`src/rtl/ssr_pkg.sv`:
```
// Shared types and constants for the streaming substring replace block.
// Used by ssr_ctrl, ssr_datapath and stream_substring_replace.
`timescale 1ns / 1ps
`default_nettype none

package ssr_pkg;

  // Default sizes of the window, the replacement and the position counter
  localparam int DEF_MAX_PATTERN = 16;
  localparam int DEF_MAX_REPLACE = 16;
  localparam int DEF_MAX_OUTPUT  = 2048;

  // Bytes held by a pair of 64-bit pattern or replacement registers
  localparam int REG_BYTES  = 16;
  localparam int BYTE_W     = 8;
  localparam int LEN_W      = 5;
  localparam int CFG_IDX_W  = 3;
  localparam int CFG_DATA_W = 64;

  // Configuration register indexes
  typedef enum logic [CFG_IDX_W-1:0] {
    REG_PATTERN_LOW  = 3'd0,
    REG_PATTERN_HIGH = 3'd1,
    REG_PATTERN_LEN  = 3'd2,
    REG_REPLACE_LOW  = 3'd3,
    REG_REPLACE_HIGH = 3'd4,
    REG_REPLACE_LEN  = 3'd5
  } cfg_reg_t;

  // Commands from the controller to the datapath
  typedef struct packed {
    logic load;         // write the accepted input byte into the window
    logic clear_count;  // drop the window after a match
    logic rep_start;    // rewind the replacement byte index
    logic pop;          // emit the oldest window byte and shift
    logic rep_emit;     // emit the current replacement byte
    logic mark;         // emit an empty end-of-string marker
    logic final_beat;   // the emitted beat closes the string
  } dp_cmd_t;

  // Status from the datapath to the controller
  typedef struct packed {
    logic slot_free;    // output register can take a beat this cycle
    logic full;         // window holds pattern length bytes
    logic match;        // window equals the pattern
    logic count_one;    // exactly one byte pending in the window
    logic rep_end;      // current replacement byte is the last one
    logic rlen_zero;    // replacement is empty
  } dp_status_t;

endpackage

`default_nettype wire

```
`src/rtl/ssr_ctrl.sv`:
```
// Controller state machine for the streaming substring replace block.
// Depends on ssr_pkg; drives ssr_datapath through dp_cmd_t.
`timescale 1ns / 1ps
`default_nettype none

module ssr_ctrl (
  input  wire logic               clk,
  input  wire logic               rst,
  input  wire logic               in_valid,
  input  wire logic               in_last,
  output logic                    in_ready,
  input  wire ssr_pkg::dp_status_t st,
  output ssr_pkg::dp_cmd_t        cmd
);
  import ssr_pkg::*;

  typedef enum logic [2:0] {
    S_IDLE,
    S_EVAL,
    S_POP,
    S_REP,
    S_MARK
  } state_t;

  state_t state;
  logic   last_flag;

  // Decode commands for the current state
  always_comb begin
    cmd      = '0;
    in_ready = (state == S_IDLE);
    unique case (state)
      S_IDLE: begin
        cmd.load = in_valid;
      end
      S_EVAL: begin
        if (st.full && st.match) begin
          cmd.clear_count = 1'b1;
          cmd.rep_start   = 1'b1;
        end
      end
      S_POP: begin
        if (st.slot_free) begin
          cmd.pop        = 1'b1;
          cmd.final_beat = last_flag && st.count_one;
        end
      end
      S_REP: begin
        if (st.slot_free) begin
          cmd.rep_emit   = 1'b1;
          cmd.final_beat = last_flag && st.rep_end;
        end
      end
      S_MARK: begin
        if (st.slot_free) begin
          cmd.mark       = 1'b1;
          cmd.final_beat = 1'b1;
        end
      end
      default: begin
        cmd = '0;
      end
    endcase
  end

  // Advance the sequence: accept, evaluate, then emit beats
  always_ff @(posedge clk) begin
    if (rst) begin
      state     <= S_IDLE;
      last_flag <= 1'b0;
    end else begin
      unique case (state)
        S_IDLE: begin
          if (in_valid) begin
            last_flag <= in_last;
            state     <= S_EVAL;
          end
        end
        S_EVAL: begin
          if (st.full) begin
            if (st.match) begin
              if (!st.rlen_zero) begin
                state <= S_REP;
              end else if (last_flag) begin
                state <= S_MARK;
              end else begin
                state <= S_IDLE;
              end
            end else begin
              state <= S_POP;
            end
          end else if (last_flag) begin
            state <= S_POP;
          end else begin
            state <= S_IDLE;
          end
        end
        S_POP: begin
          // one pop on a mismatch, or drain the window at end of string
          if (st.slot_free && (!last_flag || st.count_one)) begin
            state <= S_IDLE;
          end
        end
        S_REP: begin
          if (st.slot_free && st.rep_end) begin
            state <= S_IDLE;
          end
        end
        S_MARK: begin
          if (st.slot_free) begin
            state <= S_IDLE;
          end
        end
        default: begin
          state <= S_IDLE;
        end
      endcase
    end
  end

endmodule

`default_nettype wire

```
`src/rtl/ssr_datapath.sv`:
```
// Datapath for the streaming substring replace block: configuration
// registers, byte window, pattern compare, output register. Uses ssr_pkg.
`timescale 1ns / 1ps
`default_nettype none

module ssr_datapath #(
  parameter int MAX_PATTERN = ssr_pkg::DEF_MAX_PATTERN,
  parameter int MAX_REPLACE = ssr_pkg::DEF_MAX_REPLACE,
  parameter int MAX_OUTPUT  = ssr_pkg::DEF_MAX_OUTPUT
) (
  input  wire logic                           clk,
  input  wire logic                           rst,
  input  wire logic                           cfg_valid,
  input  wire logic [ssr_pkg::CFG_IDX_W-1:0]  cfg_index,
  input  wire logic [ssr_pkg::CFG_DATA_W-1:0] cfg_data,
  input  wire logic [ssr_pkg::BYTE_W-1:0]     in_byte,
  input  wire ssr_pkg::dp_cmd_t               cmd,
  output ssr_pkg::dp_status_t                 st,
  output logic                                out_valid,
  input  wire logic                           out_ready,
  output logic [ssr_pkg::BYTE_W-1:0]          out_byte,
  output logic                                out_last,
  output logic                                overflow
);
  import ssr_pkg::*;

  localparam int WIN = (MAX_PATTERN < REG_BYTES) ? MAX_PATTERN : REG_BYTES;
  localparam int REP = (MAX_REPLACE < REG_BYTES) ? MAX_REPLACE : REG_BYTES;
  localparam int CW  = $clog2(WIN + 1);
  localparam int RIW = (REP > 1) ? $clog2(REP) : 1;
  localparam int PW  = $clog2(MAX_OUTPUT + 1);

  logic [CFG_DATA_W-1:0] pattern_low, pattern_high;
  logic [CFG_DATA_W-1:0] replace_low, replace_high;
  logic [LEN_W-1:0]      pattern_len, replace_len;

  logic [REG_BYTES-1:0][BYTE_W-1:0] pat_bytes, rep_bytes;
  logic [LEN_W-1:0]  plen_eff, rlen_eff;
  logic [CW-1:0]     plen_c;

  logic [BYTE_W-1:0] window [WIN];
  logic [CW-1:0]     count;
  logic [CW-1:0]     wr_pos;
  logic [RIW-1:0]    rep_idx;
  logic [PW-1:0]     pos;

  logic              match;
  logic              emit;
  logic [BYTE_W-1:0] emit_byte;
  logic              len_write;

  assign pat_bytes = {pattern_high, pattern_low};
  assign rep_bytes = {replace_high, replace_low};
  assign len_write = cfg_valid && (cfg_reg_t'(cfg_index) == REG_PATTERN_LEN);

  // Clamp the lengths to what the window and registers hold
  always_comb begin
    if (pattern_len == '0) begin
      plen_eff = LEN_W'(1);
    end else if (pattern_len > LEN_W'(WIN)) begin
      plen_eff = LEN_W'(WIN);
    end else begin
      plen_eff = pattern_len;
    end
    if (replace_len > LEN_W'(REP)) begin
      rlen_eff = LEN_W'(REP);
    end else begin
      rlen_eff = replace_len;
    end
  end

  assign plen_c = CW'(plen_eff);
  assign wr_pos = (count >= plen_c) ? '0 : count;

  // Configuration registers
  always_ff @(posedge clk) begin
    if (rst) begin
      pattern_low  <= '0;
      pattern_high <= '0;
      pattern_len  <= LEN_W'(1);
      replace_low  <= '0;
      replace_high <= '0;
      replace_len  <= '0;
    end else if (cfg_valid) begin
      unique case (cfg_reg_t'(cfg_index))
        REG_PATTERN_LOW:  pattern_low  <= cfg_data;
        REG_PATTERN_HIGH: pattern_high <= cfg_data;
        REG_PATTERN_LEN:  pattern_len  <= cfg_data[LEN_W-1:0];
        REG_REPLACE_LOW:  replace_low  <= cfg_data;
        REG_REPLACE_HIGH: replace_high <= cfg_data;
        REG_REPLACE_LEN:  replace_len  <= cfg_data[LEN_W-1:0];
        default: begin
        end
      endcase
    end
  end

  // Compare every active window byte against the pattern
  always_comb begin
    match = 1'b1;
    for (int k = 0; k < WIN; k++) begin
      if ((CW'(k) < plen_c) && (window[k] != pat_bytes[k])) begin
        match = 1'b0;
      end
    end
  end

  // Window storage: write at the fill point, shift on pop
  always_ff @(posedge clk) begin
    if (cmd.load) begin
      for (int k = 0; k < WIN; k++) begin
        if (wr_pos == CW'(k)) begin
          window[k] <= in_byte;
        end
      end
    end else if (cmd.pop) begin
      for (int k = 0; k < WIN - 1; k++) begin
        window[k] <= window[k + 1];
      end
    end
  end

  // Fill count and replacement index
  always_ff @(posedge clk) begin
    if (rst) begin
      count   <= '0;
      rep_idx <= '0;
    end else begin
      if (len_write) begin
        count <= '0;
      end else if (cmd.load) begin
        count <= wr_pos + CW'(1);
      end else if (cmd.clear_count) begin
        count <= '0;
      end else if (cmd.pop) begin
        count <= count - CW'(1);
      end
      if (cmd.rep_start) begin
        rep_idx <= '0;
      end else if (cmd.rep_emit) begin
        rep_idx <= rep_idx + RIW'(1);
      end
    end
  end

  // Select the beat to emit
  assign emit = cmd.pop || cmd.rep_emit || cmd.mark;
  always_comb begin
    if (cmd.pop) begin
      emit_byte = window[0];
    end else if (cmd.rep_emit) begin
      emit_byte = rep_bytes[4'(rep_idx)];
    end else begin
      emit_byte = '0;
    end
  end

  // Output register valid and position counter
  always_ff @(posedge clk) begin
    if (rst) begin
      out_valid <= 1'b0;
      pos       <= '0;
    end else begin
      if (emit) begin
        out_valid <= 1'b1;
      end else if (out_ready) begin
        out_valid <= 1'b0;
      end
      if (emit && cmd.final_beat) begin
        pos <= '0;
      end else if (emit && (pos != PW'(MAX_OUTPUT))) begin
        pos <= pos + PW'(1);
      end
    end
  end

  // Output payload
  always_ff @(posedge clk) begin
    if (emit) begin
      out_byte <= emit_byte;
      out_last <= cmd.final_beat;
      overflow <= !cmd.mark && (pos == PW'(MAX_OUTPUT));
    end
  end

  // Status back to the controller
  always_comb begin
    st.slot_free = !out_valid || out_ready;
    st.full      = (count == plen_c);
    st.match     = match;
    st.count_one = (count == CW'(1));
    st.rep_end   = ((LEN_W'(rep_idx) + LEN_W'(1)) == rlen_eff);
    st.rlen_zero = (rlen_eff == '0);
  end

endmodule

`default_nettype wire

```
`src/rtl/stream_substring_replace.sv`:
```
// Top level of the streaming substring replace block.
// Depends on ssr_pkg, ssr_ctrl and ssr_datapath.
//
// Rewrites a byte string, one byte per input beat with tlast on the final
// byte, replacing every leftmost non-overlapping occurrence of the pattern
// (1 to 16 bytes) by the replacement (0 to 16 bytes). Output beats carry
// the byte in tdata, tlast on the final byte of the string and, in tuser,
// an overflow flag for bytes at output position MAX_OUTPUT or beyond. A
// string whose final input produces no byte still ends with one beat:
// tdata zero, tlast high, tuser low. For each input byte the state machine
// accepts the byte, evaluates the window compare in the next cycle, then
// sends beats one per cycle, unless the output side stalls, through a
// single output register; it takes no new byte until those beats are sent.
// Configure only while the block is idle; writing pattern_len discards
// pending window bytes.
`timescale 1ns / 1ps
`default_nettype none

module stream_substring_replace #(
  parameter int MAX_PATTERN = ssr_pkg::DEF_MAX_PATTERN,
  parameter int MAX_REPLACE = ssr_pkg::DEF_MAX_REPLACE,
  parameter int MAX_OUTPUT  = ssr_pkg::DEF_MAX_OUTPUT
) (
  input  wire logic                           clk,
  input  wire logic                           rst,
  // input stream
  input  wire logic                           s_axis_tvalid,
  output logic                                s_axis_tready,
  input  wire logic [7:0]                     s_axis_tdata,  // [7:0] in_byte
  input  wire logic                           s_axis_tlast,  // in_last
  // output stream
  output logic                                m_axis_tvalid,
  input  wire logic                           m_axis_tready,
  output logic [7:0]                          m_axis_tdata,  // [7:0] out_byte
  output logic                                m_axis_tlast,  // out_last
  output logic                                m_axis_tuser,  // [0] overflow
  // configuration writes
  input  wire logic                           cfg_valid,
  output logic                                cfg_ready,
  input  wire logic [ssr_pkg::CFG_IDX_W-1:0]  cfg_index,
  input  wire logic [ssr_pkg::CFG_DATA_W-1:0] cfg_data
);
  import ssr_pkg::*;

  dp_cmd_t    cmd;
  dp_status_t st;

  // Registers always take a write
  assign cfg_ready = 1'b1;

  ssr_ctrl u_ctrl (
    .clk      (clk),
    .rst      (rst),
    .in_valid (s_axis_tvalid),
    .in_last  (s_axis_tlast),
    .in_ready (s_axis_tready),
    .st       (st),
    .cmd      (cmd)
  );

  ssr_datapath #(
    .MAX_PATTERN (MAX_PATTERN),
    .MAX_REPLACE (MAX_REPLACE),
    .MAX_OUTPUT  (MAX_OUTPUT)
  ) u_datapath (
    .clk       (clk),
    .rst       (rst),
    .cfg_valid (cfg_valid),
    .cfg_index (cfg_index),
    .cfg_data  (cfg_data),
    .in_byte   (s_axis_tdata),
    .cmd       (cmd),
    .st        (st),
    .out_valid (m_axis_tvalid),
    .out_ready (m_axis_tready),
    .out_byte  (m_axis_tdata),
    .out_last  (m_axis_tlast),
    .overflow  (m_axis_tuser)
  );

  // At most one datapath operation per cycle
  a_one_op: assert property (@(posedge clk) disable iff (rst)
    $onehot0({cmd.load, cmd.pop, cmd.rep_emit, cmd.mark}))
    else $error("more than one datapath operation in a cycle");

  // Never overwrite a beat the output side has not taken
  a_slot_free: assert property (@(posedge clk) disable iff (rst)
    (cmd.pop || cmd.rep_emit || cmd.mark) |-> (!m_axis_tvalid || m_axis_tready))
    else $error("output beat overwritten before it was taken");

  // An accepted byte is evaluated before the next one is taken
  a_busy_after_accept: assert property (@(posedge clk) disable iff (rst)
    (s_axis_tvalid && s_axis_tready) |=> !s_axis_tready)
    else $error("input taken while previous byte still pending");

endmodule

`default_nettype wire
```
`config.mk`:
```
export PLATFORM = sky130hd
export DESIGN_NAME = stream_substring_replace
export DESIGN_NICKNAME = d
export VERILOG_FILES = /design/src/rtl/ssr_pkg.sv /design/src/rtl/ssr_ctrl.sv /design/src/rtl/ssr_datapath.sv /design/src/rtl/stream_substring_replace.sv
export SDC_FILE = /design/constraint.sdc
export NUM_CORES = 1
export LEC_CHECK = 0
export ABC_CLOCK_PERIOD_IN_PS = 5500
export BUFFER_PORTS_ARGS = -buffer_cell sky130_fd_sc_hd__clkbuf_2
export CORE_AREA = 2 2 224 226
export DETAILED_ROUTE_END_ITERATION = 6
export DIE_AREA = 0 0 226 228
export GPL_ROUTABILITY_DRIVEN = 1
export GPL_TIMING_DRIVEN = 0
export PLACE_DENSITY = 0.61
export SETUP_SLACK_MARGIN = 0.4
export SKIP_CTS_REPAIR_TIMING = 1
export SYNTH_ARGS = -nofsm -noshare
export SYNTH_HDL_FRONTEND = slang
export SYNTH_SLANG_ARGS = --single-unit
```
`constraint.sdc`:
```
create_clock -name clk -period 5.5 [get_ports clk]
set_clock_uncertainty 0.2 [all_clocks]
set_input_delay 1.65 -clock clk [delete_from_list [all_inputs] [get_ports clk]]
set_output_delay 1.65 -clock clk [all_outputs]
set_load 0.005 [all_outputs]
```
==> results of run 1 <==
[registers in the layout, indices dropped and copies added (netlist names), 3 cells and up]
name / flops
u_datapath.window: 128
u_datapath.rep_idx: 4
u_datapath.pattern_len: 5
u_datapath.pattern_low: 64
u_datapath.replace_len: 5
u_datapath.replace_high: 64
u_datapath.out_byte: 8
u_datapath.count: 5
u_datapath.replace_low: 64
u_ctrl.state: 3
u_datapath.pos: 12
u_datapath.pattern_high: 64
[worst max-delay path by stage]
stage	endpoint	cells past startpoint	slack (ps)	startpoint
finish	u_datapath.window[0][32]	18	690	u_datapath.pattern_len[2]
global route	u_datapath.window[0][21]	13	480	u_datapath.pattern_len[2]
CTS	u_datapath.window[0][32]	17	-230	u_datapath.pattern_len[3]
detailed placement	u_datapath.window[0][32]	17	-170	u_datapath.pattern_len[3]
global placement	u_datapath.window[0][32]	17	-100	u_datapath.pattern_len[3]
floorplan	u_datapath.window[0][32]	8	1260	m_axis_tready
[metrics by stage]
| step | hold slack [ps] | setup slack, ps | total power [mW] |
|---|---|---|---|
| detailed placement | 246 | -169 | 4.17 |
| CTS | 254 | -228 | 7.23 |
| global placement | 239 | -95.6 | 4.16 |
| floorplan | 233 | 1260 | 3.89 |
| finish | 252 | 690 | 7.22 |
| global route | 275 | 478 | 7.43 |
[cell families after synthesis]
kind of cell | count (synthesis) | synth area share, %
AOI/OAI and AO/OA | 376 | 10.3
xor gates and xnor gates | 148 | 6.64
adders and majority gates | 15 | 0.961
buffers and inverters | 155 | 3.31
DFF | 430 | 51.2
muxes | 131 | 9.75
other | 1 | 0.0192
and+or+nand+nor | 835 | 17.8
[critical path, cell delays in order (launching register included)]
cell and delay (ps):
dfxtp_1 400, clkbuf_2 280, nand2_1 90, ha_1 290, a21o_1 160, a21o_1 200
a221oi_4 420, nand2_1 170, inv_1 120, ha_2 290, clkbuf_2 320, nand2_1 90
nor2_1 100, ha_1 160, nand2_1 110, nand4_1 270, clkbuf_2 280, o21ai_0 290
buf_2 300
[power breakdown]
group	total (mW)	switching (mW)	internal [mW]	leakage, nW
Sequential	3.46	0.0780	3.38	3.65
Combinational	0.670	0.447	0.223	3.41
Clock	3.09	1.30	1.80	0.740
[synthesized netlist by cell type, types with 2 or more instances]
library cell  count
nand2_1         615
a21oi_1         323
dfxtp_1         292
edfxtp_1        138
clkbuf_1        116
xor2_1           82
xnor2_1          66
nand3_1          61
nor2_1           59
mux2_1           50
mux4_2           40
mux2_2           23
nor4_1           21
nand4_1          19
mux2i_1          18
buf_1            15
ha_1             15
and2_1           14
o21ai_0          13
nor3_1           11
inv_1            10
o31ai_1           8
buf_6             7
buf_2             6
nand2b_1          6
nor2b_1           6
a31oi_1           5
and3_1            4
o22ai_1           4
or2_2             4
a21o_1            3
nor3b_1           3
o32ai_1           3
a211oi_1          2
and4_1            2
o311a_1           2
or3_1             2
[layer usage]
layer | up-vias | global-route usage [%]
met1 | 7913 | 33.1
met4 | 0 | 9.50
met2 | 652 | 40.5
met5 | - | 0
li1 | 7477 | -
met3 | 134 | 3.37
[cell type report]
class | count | area (sq um)
buffer | 145 | 617
fill | 4767 | 27000
multi-input combinational | 1506 | 8900
clock buffer | 73 | 1410
inverter | 10 | 37.5
timing repair buffer | 98 | 500
clock inverter | 13 | 93.8
tap | 672 | 841
sequential | 430 | 9990
==> out/qor.yml, run 1 <==
synth:
  ys_ff_latch: 430
  synthFlopType: "dfxtp_1"
  yosysSeqAreaShare_pct: 51.2
  synth.area.top_cells: "dfxtp_1, edfxtp_1, nand2_1"
  syn_inst: 2091
  synth_top_area_share_pct: 29.9
  synthArstFlopShare_pct: 0
  yosys.area.top_type: "dfxtp_1"
  synth_area_sq_um: 19500
  synth-edff-count: 138
  ys_warn_count: 0
  synth_nets: 2187
  synth_cell_type_count: 60
  avgSynthCellArea_sq_um: 9.34
drt:
  vias_per_cell: 5.49
  wl_mm: 64.1
  via_count: 16176
  drtPass1Iterations: 5
  wire_per_inst_um: 21.8
  antenna_left: 0
  drt-met1-wl_mm: 27.3
  top_layer_used: "met4"
  routed-wl-met3_mm: 4.57
  route.detailed.drc: 0
  met2WireLength_mm: 29.9
  drt_iter0_markers: 1403
finish:
  stdcell_area_sq_um: 22400
  layout.cells.non_filler: 2947
  final_cell_mix: "nand2_1, a21oi_1, dfxtp_1"
  area_growth_pct: 14.7
  final_nets: 2334
  fin_util_pct: 45.4
  num_antenna_cells: 0
  final_common_cell: "nand2_1"
  drive_gt1_share_pct: 11.7
worst_setup_path:
  critPathMaxFanout: 10
  arrival_ps: 4930
  start_kind: "register"
  reg2reg_depth: 18
  cp-end-kind: "register"
  r2r_end: "u_datapath.window[0][32]"
  timing.rr.start: "u_datapath.pattern_len[2]"
  cp_data_required_time_ps: 5620
  regToRegSetupSlack_ps: 690
  path_class: "register to register"
clocking:
  cts_sinks: 430
  clk_pin_slew_ps: 60
  cts_tree: "done"
  cts_buffers: 47
  clk_latency_ps: 590
  cts_root_buf: "clkbuf_16"
  cts_buffer_depth: 3
  htreeDepth: 2
timing:
  rsz0062_at_grt: "false"
  setup_viol: 0
  fin_crit_ps: 4810
  period_share_pct: 87.4
  relSlewSlack_pct: 21.3
  setup_tns_ps: 0
  clock.fmax_mhz: 208
  drv_slew: 0
  timing_hold_violations_final: 0
  tightest_slew_ps: 1170
run_status:
  status: "completed"
global_routing:
  grt_pass1_wl_mm: 95.7
  track_usage_pct: 24.7
  antenna_found_initial: 0
  grt_overflow: 0
  grt_max_degree: 14
  grt_pass1_vias: 15645
floorplanning:
  dieArea_sq_um: 51500
  die_w_um: 226
  ios: 94
  initial_core_util_pct: 39.6
  rows: 82
  core_area_sq_um: 49300
  die_h_um: 228
placed_design:
  dp.cells: 2857
  post_dp_cell_area_sq_um: 20800
  io_buffers: 92
  routabilityCongestion: 0.920
  hpwl_mm: 48.7
hold_path:
  min_from: "u_datapath.replace_high[51]"
  whs_endpoint: "u_datapath.replace_high[51]"
  hold_depth: 2
  min_path_type: "register to register"
pwr:
  p_leak_nw: 7.80
  vdd.ir_drop.worst_mv: 0.171
  power_density_nw_per_um2: 323
flow_run:
  drv_cap: 0
(Power assumes the default switching activity.)
==> run 2: changes to the inputs <==
- ABC_AREA: not set -> 1
- CORE_AREA: 2 2 224 226 -> 2 2 227 229
- DIE_AREA: 0 0 226 228 -> 0 0 229 231
- PLACE_DENSITY: 0.61 -> 0.6
==> run 2 against run 1 <==
Net effect:
- worst hold slack got worse by 6.7 ps
- global-route usage increased by 2.0 points
- cell area increased by 2.0%
- clock power increased by 5%
- combinational power increased by 38%
- core utilization decreased by 0.30 points
- sequential power increased by 3%
- final cell count increased by 17%
- register-to-register slack improved by 290 ps
- power increased by 7.1%
- largest cell class unchanged
- critical endpoint is now u_datapath.window[0][5]
- routed wire length increased by 12%
- first-iteration DRC count increased by 25%
==> out/qor.yml, run 2 <==
synth:
  ys_ff_latch: 430
  syn_inst: 2595
  synth_cell_type_count: 46
  synth_nets: 2691
  synth_common_cells: "nor2_1, nand2_1, o21ai_0, dfxtp_1, inv_1"
  yosys.area.top_type: "dfxtp_1"
  synth-edff-count: 138
  synthArstFlopShare_pct: 0
  synth_top_area_share_pct: 29.3
  synth.area.top_cells: "dfxtp_1, edfxtp_1, nor2_1"
  ys_warn_count: 0
  yosysMostFrequentCell: "nor2_1"
  synthFlopType: "dfxtp_1"
  synth_area_sq_um: 19900
  yosysSeqAreaShare_pct: 50.1
  avgSynthCellArea_sq_um: 7.69
finish:
  num_antenna_cells: 0
  drive_gt1_share_pct: 7.63
  final_cell_mix: "nor2_1, nand2_1, o21ai_0"
  fillers: 5145
  ff_latch_area_sq_um: 9990
  top_register: "u_datapath.window"
  area_growth_pct: 14.5
  final_common_cell: "nor2_1"
  final_nets: 2834
  multiInputGateArea_sq_um: 8620
  layout.cells.non_filler: 3457
  largest_reg_flops: 128
global_routing:
  grt_pass1_vias: 17052
  grt_pass1_wl_mm: 106
  grt_overflow: 0
  grt_max_degree: 14
  track_usage_pct: 26.8
  antenna_found_initial: 0
timing:
  setup_viol: 0
  drv_slew: 0
  timing_hold_violations_final: 0
  clock.fmax_mhz: 221
  tightest_slew_ps: 966
  fin_crit_ps: 4520
  relSlewSlack_pct: 35.4
  rsz0062_at_grt: "false"
  whs_ps: 246
  period_share_pct: 82.2
  setup_tns_ps: 0
worst_setup_path:
  max_stage_delay_ps: 350
  cp_data_required_time_ps: 5550
  cp-end-kind: "register"
  arrival_ps: 4570
  critPathBufInv: 7
  start_kind: "register"
  critPathMaxFanout: 10
  path_class: "register to register"
  worst_path_most_repeated_cell: "nand2_1"
  critPathTopFamily: "simple AND/OR/NAND/NOR gates"
  slowest_stage: "nand2_1"
  crit_chain: "clkbuf_1 > inv_1 > ha_1 > nand2_1 > o21bai_1 > nand2_1 > nor3_4 > inv_1 > nor2_1 > inv_1 > ha_1 > nand3_1 > inv_2 > nand2_2 > nand2_1 > nor3_1 > buf_4 > buf_2 > nand3_1 > nand2_1"
pwr:
  power_density_nw_per_um2: 339
  p_leak_nw: 9.38
  vdd.ir_drop.worst_mv: 0.237
drt:
  via_count: 18215
  wire_per_inst_um: 20.8
  antenna_left: 0
  wl_mm: 71.9
  drtPass1Iterations: 7
  drt_iter0_markers: 1750
  route.detailed.drc: 0
  vias_per_cell: 5.27
clocking:
  cts_buffer_depth: 3
  cts_tree: "done"
  clk_pin_slew_ps: 60
  cts_root_buf: "clkbuf_16"
  cts_buffers: 48
  clk_latency_ps: 600
  cts_sinks: 430
  htreeDepth: 2
placed_design:
  routabilityCongestion: 0.950
  dp.cells: 3368
  hpwl_mm: 55.1
  io_buffers: 92
hold_path:
  min_path_type: "register to register"
floorplanning:
  dieArea_sq_um: 52900
  core_area_sq_um: 50700
  initial_core_util_pct: 39.4
  die_w_um: 229
  ios: 94
  die_h_um: 231
  rows: 83
run_status:
  status: "completed"
flow_run:
  drv_cap: 0
run 2: area by class of cell:
type	instances	area share (%)
tap	680	3.73
buffer	136	2.49
clock inverter	16	0.515
timing repair buffer	93	2.05
inverter	204	3.35
sequential	430	43.7
clock buffer	73	6.38
multi-input combinational	1825	37.8
run 2: final timing paths:
kind                               from                         end  slack, ps  depth (start not counted)
min          u_datapath.replace_low[59]  u_datapath.replace_low[59]        250                          2
min reg2reg  u_datapath.replace_low[59]  u_datapath.replace_low[59]        250                          2
max           u_datapath.pattern_len[4]     u_datapath.window[0][5]        980                         20
max reg2reg   u_datapath.pattern_len[4]     u_datapath.window[0][5]        980                         20
run 2: stage by stage:
| step | cell area, sq um | utilization, % | total power, mW | setup slack (ps) |
|---|---|---|---|---|
| floorplan | 19900 | - | 4.17 | 1520 |
| global placement | 21300 | 41.9 | 4.53 | 689 |
| detailed placement | 21300 | 42.0 | 4.55 | 787 |
| CTS | 22800 | 45.1 | 7.75 | 1030 |
| global route | 22800 | 45.1 | 8.00 | 613 |
| finish | 22800 | 45.1 | 7.74 | 978 |
run 2: kinds of logic after synthesis:
group	count (synthesis)	share of synthesized area, %
compound gates	568	14.8
xor+xnor	109	4.79
fa+ha+maj	15	0.941
buf+inv	340	6.69
flops	430	50.1
mux	9	0.452
other cells	1	0.0188
simple gates	1123	22.2
run 2: worst min-delay path, cell delays in order, from the launching register on:
cell and delay (ps):
dfxtp_1 310, inv_1 50, a21oi_1 50
run 2: power by group:
group | internal (mW) | switching, mW | leakage [nW]
sequential | 3.46 | 0.115 | 3.64
combinational | 0.280 | 0.643 | 4.96
clock | 1.87 | 1.37 | 0.787
run 2: routing by layer:
metal / vias up / GRT usage, % / wire [um]
li1: 8716 / - / -
met1: 8575 / 34.5 / 29500
met2: 750 / 44.8 / 33500
met3: 174 / 3.41 / 5340
met4: 0 / 12.3 / 3620
met5: - / 0 / 0
==> run 3: changes to the inputs <==
- ABC_CLOCK_PERIOD_IN_PS: 5500 -> 4400
- clock period: 5.5 -> 4.4 ns (I/O delays scaled with it)
==> run 3 against run 2 <==
Net effect:
- via count up 0.29%
- cell area up 1.9%
- non-clock buffer count up 14
- register-to-register slack worse by 380 ps
- fmax up 19%
- first-iteration DRC count up 1.1%
- combinational power up 34%
==> out/qor.yml, run 3 (synthesized netlist as in run 2, its figures left out) <==
timing:
  whs_ps: 247
  clock.fmax_mhz: 263
  period_share_pct: 86.4
  setup_tns_ps: 0
  setup_viol: 0
  tightest_slew_ps: 1040
  drv_slew: 0
  setup_ws_ps: 598
  rsz0062_at_grt: "false"
  timing_hold_violations_final: 0
  relSlewSlack_pct: 30.8
  fin_crit_ps: 3800
finish:
  area_growth_pct: 16.7
  num_antenna_cells: 0
  drive_gt1_share_pct: 9.60
  final_common_cell: "nor2_1"
  final_cell_mix: "nor2_1, nand2_1, o21ai_0"
  final_nets: 2848
  largest_reg_flops: 128
  top_register: "u_datapath.window"
worst_setup_path:
  critPathMaxFanout: 10
  path_class: "register to register"
  arrival_ps: 3950
  worst_path_most_repeated_cell: "nand2_1"
  start_kind: "register"
  timing.rr.start: "u_datapath.pattern_len[3]"
  critPathTopFamily: "simple AND/OR/NAND/NOR gates"
  cp_data_required_time_ps: 4550
  critPathBufInv: 7
  crit_chain: "nor2_4 > nand2_1 > nand2_1 > nand2_1 > ha_1 > nand2_2 > o21bai_1 > nand2_1 > nor3_4 > inv_2 > nor2_4 > inv_1 > ha_1 > nand3_2 > inv_1 > nand2_1 > nand2_1 > nor3_1 > buf_4 > nand2_8 > inv_2 > buf_12 > buf_6 > nor2_1"
  cp-end-kind: "register"
  max_stage_delay_ps: 360
  slowest_stage: "dfxtp_2"
  crit_start: "u_datapath.pattern_len[3]"
hold_path:
  min_from: "u_datapath.replace_low[59]"
  min_path_type: "register to register"
pwr:
  power_density_nw_per_um2: 420
  vdd.ir_drop.worst_mv: 0.294
  p_leak_nw: 9.53
  total_power_mw: 9.77
drt:
  antenna_left: 0
  drtPass1Iterations: 6
  route.detailed.drc: 0
  wl_mm: 72.7
  drt_iter0_markers: 1770
  vias_per_cell: 5.26
  via_count: 18267
  wire_per_inst_um: 20.9
floorplanning:
  rows: 83
  core_area_sq_um: 50700
  die_h_um: 231
  dieArea_sq_um: 52900
  initial_core_util_pct: 39.4
  ios: 94
  die_w_um: 229
global_routing:
  busiest_layer: "met2"
  grt_use_met3_pct: 3.41
  track_usage_pct: 26.8
  grt_overflow: 0
  gr-usage-met1_pct: 34.5
  gr-usage-met2_pct: 44.8
  grt_pass1_wl_mm: 106
  antenna_found_initial: 0
  grt_max_degree: 14
  grt_pass1_vias: 17052
clocking:
  cts_buffer_depth: 3
  clk_pin_slew_ps: 60
  clk_latency_ps: 600
  cts_sinks: 430
  htreeDepth: 2
  cts_buffers: 48
  cts_tree: "done"
  cts_root_buf: "clkbuf_16"
placed_design:
  io_buffers: 92
  routabilityCongestion: 0.950
  hpwl_mm: 55.1
  pre_cts_ws_ps: -61.2
flow_run:
  drv_cap: 0
run_status:
  status: "completed"
## run 3: cell count changes in the layout (fill, tap and decap cells not counted), sizes merged
cell | previous run | this run
buf | 24 | 39
inv | 205 | 204
clkinvlp | 1 | 2
clkbuf | 278 | 277
## run 3: final cells by class
cell class | instances | area, sq um
plain buffers | 136 | 601
clock buffers | 73 | 1460
clock inverters | 16 | 118
fillers | 5095 | 27400
inverters | 204 | 769
multi-input cells | 1825 | 8890
flip-flops and latches | 430 | 9990
well taps | 680 | 851
repair buffers | 107 | 586
## run 3: path summary, 6_finish.rpt
kind / end / slack (ps) / depth (start not counted)
setup reg to reg: u_datapath.window[0][90] / 600 / 24
hold / removal: u_datapath.replace_low[59] / 250 / 2
hold reg to reg: u_datapath.replace_low[59] / 250 / 2
setup / recovery: u_datapath.window[0][90] / 600 / 24
## run 3: stage by stage
stage	std cells	cell area (sq um)	util, %
after global placement	3367	21300	41.9
after global routing	3471	23300	45.9
after floorplan	2595	19900	-
after detailed placement	3368	21300	42.0
after CTS	3457	22800	45.1
final	3471	23300	45.9
## run 3: per-layer routing
| layer | vias up | part of all wire, % | routed length (um) |
|---|---|---|---|
| met1 | 8644 | 42 | 30200 |
| met3 | 182 | 6.8 | 4960 |
| met5 | - | 0 | 0 |
| met2 | 705 | 47 | 33800 |
| li1 | 8736 | - | - |
| met4 | 0 | 5.0 | 3660 |
## run 3: report_power, final
group	switching (mW)	internal (mW)	total [mW]
clock	1.71	2.34	4.06
combinational	0.847	0.396	1.24
sequential	0.145	4.32	4.47
total	2.70	7.07	9.77
## run 3: worst min-delay path: cells and delay by family (launching register included)
kind / cells / cell delay [ps]
flops: 1 / 310
buf+inv: 1 / 50
compound gates: 1 / 50
